### src/hdl/mwcs_pkg.sv
// Shared widths, codes and state type for the MW cycle slip detector.
package mwcs_pkg;

  localparam int SAT_IDX_W = 6;
  localparam int SYS_W     = 3;
  localparam int EPOCH_W   = 40;
  localparam int MW_W      = 40;
  localparam int LLI_W     = 3;
  localparam int DEV_W     = MW_W + 1;
  localparam int THR_W     = 39;
  localparam int GAP_W     = 32;
  localparam int CFG_W     = 39;
  localparam int CFG_IDX_W = 2;

  localparam int S_TDATA_W = 96;
  localparam int S_TUSER_W = 4;
  localparam int M_TDATA_W = 8;
  localparam int M_TUSER_W = 2;

  localparam logic [CFG_IDX_W-1:0] CFG_SLIP_THRESHOLD = 2'd0;
  localparam logic [CFG_IDX_W-1:0] CFG_MAX_GAP_MS     = 2'd1;
  localparam logic [CFG_IDX_W-1:0] CFG_WANTED_SYSTEM  = 2'd2;
  localparam logic [CFG_IDX_W-1:0] CFG_DROP_MISSING   = 2'd3;

  localparam logic [THR_W-1:0] SLIP_THRESHOLD_RST = 39'd262144;
  localparam logic [GAP_W-1:0] MAX_GAP_MS_RST     = 32'd61000;
  localparam logic [SYS_W-1:0] WANTED_SYSTEM_RST  = 3'd0;

  typedef enum logic [2:0] {
    ST_IDLE,
    ST_READ,
    ST_DIFF,
    ST_TEST,
    ST_DIV,
    ST_WRITE,
    ST_DONE
  } state_t;

endpackage

### src/hdl/mwcs_div.sv
// Iterative restoring divider, one quotient bit per cycle.
module mwcs_div
  import mwcs_pkg::*;
#(
  parameter int DEN_W = 16
) (
  input  logic             clk,
  input  logic             rst,
  input  logic             start,
  input  logic [DEV_W-1:0] num,
  input  logic [DEN_W-1:0] den,
  output logic             done,
  output logic [DEV_W-1:0] quo
);

  localparam int STEP_W = $clog2(DEV_W);
  localparam logic [STEP_W-1:0] LAST_STEP = STEP_W'(DEV_W - 1);

  logic              busy;
  logic [STEP_W-1:0] step;
  logic [DEN_W-1:0]  rem;
  logic [DEN_W:0]    rem_sh;
  logic [DEN_W+1:0]  trial;
  logic              fits;

  assign rem_sh = {rem, quo[DEV_W-1]};
  assign trial  = {1'b0, rem_sh} - {2'b00, den};
  assign fits   = ~trial[DEN_W+1];

  always_ff @(posedge clk) begin
    if (rst) begin
      busy <= 1'b0;
      done <= 1'b0;
      step <= '0;
    end else begin
      done <= 1'b0;
      if (start) begin
        busy <= 1'b1;
        step <= '0;
      end else if (busy) begin
        step <= step + STEP_W'(1);
        if (step == LAST_STEP) begin
          busy <= 1'b0;
          done <= 1'b1;
        end
      end
    end
  end

  always_ff @(posedge clk) begin
    if (start) begin
      rem <= '0;
      quo <= num;
    end else if (busy) begin
      rem <= fits ? trial[DEN_W-1:0] : rem_sh[DEN_W-1:0];
      quo <= {quo[DEV_W-2:0], fits};
    end
  end

endmodule

### config.mk
export PLATFORM = sky130hd
export DESIGN_NAME = mwcs_div
export DESIGN_NICKNAME = d
export VERILOG_FILES = /design/src/hdl/mwcs_pkg.sv /design/src/hdl/mwcs_div.sv
export SDC_FILE = /design/constraint.sdc
export NUM_CORES = 1
export LEC_CHECK = 0
export ABC_AREA = 1
export CAP_MARGIN = 20
export CORE_AREA = 2 2 81 83
export DETAILED_ROUTE_END_ITERATION = 6
export DIE_AREA = 0 0 83 85
export DONT_BUFFER_PORTS = 1
export GPL_TIMING_DRIVEN = 0
export PLACE_DENSITY = 0.8
export SETUP_SLACK_MARGIN = 0.3
export SYNTH_ARGS = -nofsm -noshare
export SYNTH_HDL_FRONTEND = slang
export SYNTH_SLANG_ARGS = --single-unit
### constraint.sdc
create_clock -name clk -period 3 [get_ports clk]
set_input_delay 0.15 -clock clk [delete_from_list [all_inputs] [get_ports clk]]
set_output_delay 0.15 -clock clk [all_outputs]
set_load 0.05 [all_outputs]
== Yosys cells after proc, flatten, opt, wreduce, memory -nomap -nowiden ==
Index checks and enable logic that the tools add are counted.
Word-level totals
  flip-flop bits (word level): 65
  output and inout bits: 42
  logic and storage cells: 20
  input bits: 60
Operators by class
  reductions and logical operators: 3
  bitwise logic cells: 2
  multiplexer cells: 7
  equality and inequality tests: 1
  add/sub/neg operators: 2
Operators with widths (count)
  $mux W41: 2
  $sub A17 B16 Y18: 1
  $mux W16: 1
  $add A6 B1 Y6 const B: 1
  $eq A6 B6 Y1 const B: 1
  $mux W1: 4
  $reduce_or A3 Y1: 1
  $not A1 Y1: 2
  $reduce_bool A2 Y1: 1
  $reduce_or A2 Y1: 1

== Longest topological paths before layout ==
  depth after elaboration: 4
  mapped depth: 14
  gate-level depth less buffers: 14

== Least setup slack after synthesis ==
OpenSTA, ideal clock, no wires.
  kind: register -> register
  start: reg quo[40]
  end: reg rem[4]
  setup time: 171 ps
  period minus slack after synthesis: 2103 ps
  stages on the path, launching flop included: 12
  data required time: 2829 ps
  setup slack: 897 ps
  arrival: 1932 ps
  path buffers: 0
  path through: edfxtp_1 inv_1 ha_1 inv_1 fa_1 nand2_1 nand3_1 and2_1 xnor2_1 nand2_1 nand3_1 o21ai_0
On the way
  longest elaborated chain between the ends: 2
RTL lines
  from (decl): line mwcs_div.sv:13  | output logic [DEV_W-1:0] quo
  from (signal assigned): line mwcs_div.sv:53  | quo <= num;
  from (signal assigned): line mwcs_div.sv:56  | quo <= {quo[DEV_W-2:0], fits};
  $sub A17 B16 Y18: line mwcs_div.sv:27  | assign trial = {1'b0, rem_sh} - {2'b00, den};
  $mux W16: line mwcs_div.sv:55  | rem <= fits ? trial[DEN_W-1:0] : rem_sh[DEN_W-1:0];
  to (signal assigned): line mwcs_div.sv:55
  to (decl): line mwcs_div.sv:21  | logic [DEN_W-1:0] rem;
Every way passes these cells.
A chain may end at the register's enable or synchronous reset.

== Worst setup path in the final report ==
  start: reg quo[40]
  end: reg rem[12]
Same word-level chain as after synthesis.

==> run_results.csv <==
group,metric,value,unit
run_status,outcome,"completed",
setup_path,cpLargestDelayFamily,"simple AND/OR/NAND/NOR gates",
clock_network,clkSinkCount,65,
synthesis,syn_area_per_cell,7.38,um2
route,first_pass_iters,5,
synthesis,synth_top_area_share,0.311,
setup_path,critPathMostFrequentCell,"nand2_1",
synthesis,async_flop_share,0,
pwr,leakagePower,2.22,nW
synthesis,yosys_warnings,0,
sta,hold_viol,0,
synthesis,synth_seq_area_share,0.432,
sta,setup_violations,0,
floorplanning,io_pins,102,
finish,multi_input_area,0.00190,mm2
synthesis,ys_ff_latch,65,
sta,fin_crit_sh,0.799,
synthesis,synth-edff-count,41,
global_routing,grt_max_degree,48,
finish,drive_above_1_share,0.0723,
sta,fin_tns_setup,0,ns
sta,layout_min_cycle_time,2.40,ns
route,wire_per_inst,14.1,um
global_routing,antenna_found_initial,0,
pwr,comb_power_share,0.100,
finish,final_cells,644,
setup_path,cp.arrival,2.62,ns
clock_network,cts_tree,"done",
global_routing,grt_pass1_wl,15100,um
floorplanning,die_area,0.00706,mm2
route,ant_nets,0,
floorplanning,initial_core_util,0.639,
global_routing,grt_overflow,0,
route,via_count,3465,
finish,fillerInstances,528,
place,place_area,0.00406,mm2
global_routing,first_global_vias,3310,
pwr,pwr-share-clk,0.307,
route,viasPerCell,5.38,
synthesis,synthCells,537,
floorplanning,rows,29,
route,drc_errors,0,
synthesis,yosys.area_share.simple,0.366,
finish,antenna_cells,0,
worst_hold_path,holdCritPathClass,"in -> reg",
clock_network,htree_levels,3,
synthesis,synthMuxAreaShare,0,
synthesis,synthesis.area,0.00396,mm2
setup_path,crit_required,3.23,ns
pwr,swShare,0.326,
pwr,p_per_area,493,mW/mm2
pwr,ir_drop,0.000520,V
synthesis,synth_top_flop_cell,"edfxtp_1",
clock_network,cts-root-buf,"clkbuf_8",
floorplanning,fp.dieH,85,um
floorplanning,die_w,83,um
global_routing,grtUsageTotal,0.263,
clock_network,post_cts.repair.setup_buffers,0,
place,place_congestion,0.905,
place,numPortBuffers,0,
sta,clock_skew,0.0166,ns
sta,slew_headroom,0.375,
finish,layout.area.seq,0.00171,mm2
synthesis,synth-compound-area-share,0.0376,
place,dp.cells,614,
pwr,seqPwrFrac,0.593,
setup_path,crit_type,"reg -> reg",
synthesis,synth_area_leaders,"edfxtp_1 31%, nand2_1 22%, dfxtp_1 12%",
synthesis,synth_xor_area_frac,0.0133,
place,dp_hpwl,6780,um
setup_path,critPathSlowestCell,"edfxtp_1",
synthesis,synth_cell_type_count,35,
clock_network,insertion_delay,0.34,ns
setup_path,critPathMaxFanout,4,
floorplanning,core_area,0.00620,mm2
route,routed_wirelength,9090,um
pwr,internal_power,1.45,mW
sta,rsz0062_at_grt,"no",
job,drv_cap,0,
sta,slew_violations,0,
clock_network,cts_buffers,9,
route,drt_iter0_drc,170,
setup_path,cp.buffers_inverters,2,
synthesis,synth_top_family_by_area,"simple AND/OR/NAND/NOR gates",
pwr,power_switching,0.703,mW
setup_path,cp-start-kind,"flop",
setup_path,crit_path_end_kind,"flop",
finish,area_growth_syn_to_layout,10.4,%
setup_path,max_stage_delay,0.62,ns
synthesis,syn-num-nets,616,
sta,worst_pin_slew,0.936,ns
sta,timing.fmax,0.417,GHz
pwr,p_total,2.16,mW
clock_network,clockBufferDepth,2,
finish,final_nets,641,
synthesis,synth_top_area_cell,"edfxtp_1",
synthesis,synth-adder-area-share,0.0619,
clock_network,clk_pin_slew,0.08,ns
finish,stdcell_area,0.00438,mm2
setup_path,path_cells,"inv_1 > ha_1 > inv_1 > fa_1 > nand2_1 > nand3_1 > and2_1 > nand3_1 > nand3_1 > nand2_1 > nand3_2 > nand2_1 > nand2_1",
[synth_stat cells, types with 2 or more instances]
master,count
or2_2,3
a21oi_1,12
nand2_1,233
and2_1,2
edfxtp_1,41
nor3b_1,3
nand3_2,7
nand4_1,4
nand3_1,40
inv_1,69
nor3_1,6
nand3b_1,5
buf_6,2
xnor2_1,5
nor2_1,22
nand2_4,2
ha_1,18
nand2_2,3
clkbuf_1,11
inv_2,2
dfxtp_1,24
o21ai_0,10
[state kept, by name, indices dropped and copies added, names as in the netlist]
signal and count:
busy 1, done 1, quo 41, rem 16, step 6
[kinds of logic (layout without fill, tap and decap cells)]
| family | after synthesis | after routing |
|---|---|---|
| buf+inv | 87 | 117 |
| xor+xnor | 6 | 6 |
| fa+ha+maj | 19 | 19 |
| simple gates | 334 | 334 |
| flops | 65 | 65 |
| compound gates | 26 | 26 |
[layer usage]
metal / track usage / vias to the layer above / wire [um]
met1: 0.328 / 1569 / 3900
met4: 0.0879 / 0 / 169
li1: - / 1749 / -
met2: 0.445 / 127 / 4440
met3: 0.0710 / 20 / 584
met5: 0 / - / 0
[final timing paths]
| check | start | to | slack [ns] | cells past startpoint |
|---|---|---|---|---|
| max reg2reg | quo[40]$_DFFE_PP_ | rem[12]$_SDFFE_PP0P_ | 0.60 | 13 |
| min reg2reg | rem[14]$_SDFFE_PP0P_ | rem[14]$_SDFFE_PP0P_ | 0.47 | 2 |
| min | num[38] | quo[38]$_DFFE_PP_ | 0.004 | 2 |
| max | quo[40]$_DFFE_PP_ | rem[12]$_SDFFE_PP0P_ | 0.60 | 13 |
[placed cells by master, fill, tap and decap left out]
| cell type | netlist | final |
|---|---|---|
| nand2_4 | 2 | 2 |
| a31oi_1 | 1 | 1 |
| nor3_4 | 1 | 1 |
| o21ai_2 | 1 | 1 |
| nand3b_1 | 5 | 5 |
| clkinv_2 | 0 | 2 |
| dfxtp_1 | 24 | 24 |
| nand2_1 | 233 | 233 |
| buf_6 | 2 | 2 |
| xnor2_1 | 5 | 5 |
| clkinv_1 | 1 | 1 |
| nor2_1 | 22 | 22 |
| inv_2 | 2 | 3 |
| xor2_1 | 1 | 1 |
| nand3_1 | 40 | 40 |
| nor3b_1 | 3 | 3 |
| a21oi_4 | 1 | 1 |
| clkbuf_1 | 11 | 13 |
| dlygate4sd3_1 | 0 | 14 |
| nand2_2 | 3 | 3 |
| nor3_1 | 6 | 6 |
| nand4_1 | 4 | 4 |
| clkinvlp_4 | 0 | 1 |
| a21oi_1 | 12 | 12 |
| a211oi_1 | 1 | 1 |
| buf_2 | 1 | 1 |
| buf_8 | 1 | 1 |
| inv_1 | 69 | 68 |
| fa_1 | 1 | 1 |
| or2_2 | 3 | 3 |
| edfxtp_1 | 41 | 41 |
| and2_2 | 1 | 1 |
| nor2_2 | 1 | 1 |
| and2_1 | 2 | 2 |
| and3_1 | 1 | 1 |
| nand3_2 | 7 | 7 |
| ha_1 | 18 | 18 |
| o21ai_0 | 10 | 10 |
| clkbuf_8 | 0 | 11 |
[cell type report]
cell class | count | share of cell area
plain buffers | 15 | 0.0192
clock buffers | 13 | 0.0363
clock inverters | 3 | 0.00400
inverters | 72 | 0.0617
multi-input cells | 385 | 0.434
flip-flops and latches | 65 | 0.391
well taps | 77 | 0.0220
repair buffers | 14 | 0.0320
[timing repair]
action	in CTS	in global routing
hold buffers	14	0
hold endpoints to repair	14	0
gates resized for setup	0	0
[per-stage QoR]
step | utilization | worst slack (ns) | hold WS (ns)
final | 0.705 | 0.602 | 0.00351
after global routing | 0.705 | 0.402 | 0.000551
after CTS | 0.705 | 0.599 | 0.000832
after detailed placement | 0.654 | 0.607 | 0.222
after global placement | 0.654 | 0.668 | 0.220
after floorplan | - | 0.897 | 0.219
[power by group through the flow]
stage | Sequential (mW) | Combinational, mW | Clock, mW
after floorplan | 1.28 | 0.156 | 0
after global placement | 1.30 | 0.188 | 0
after detailed placement | 1.30 | 0.196 | 0
after CTS | 1.28 | 0.213 | 0.669
after global routing | 1.28 | 0.246 | 0.711
final | 1.28 | 0.215 | 0.663
Note: power is estimated with default switching activity, not from simulation.
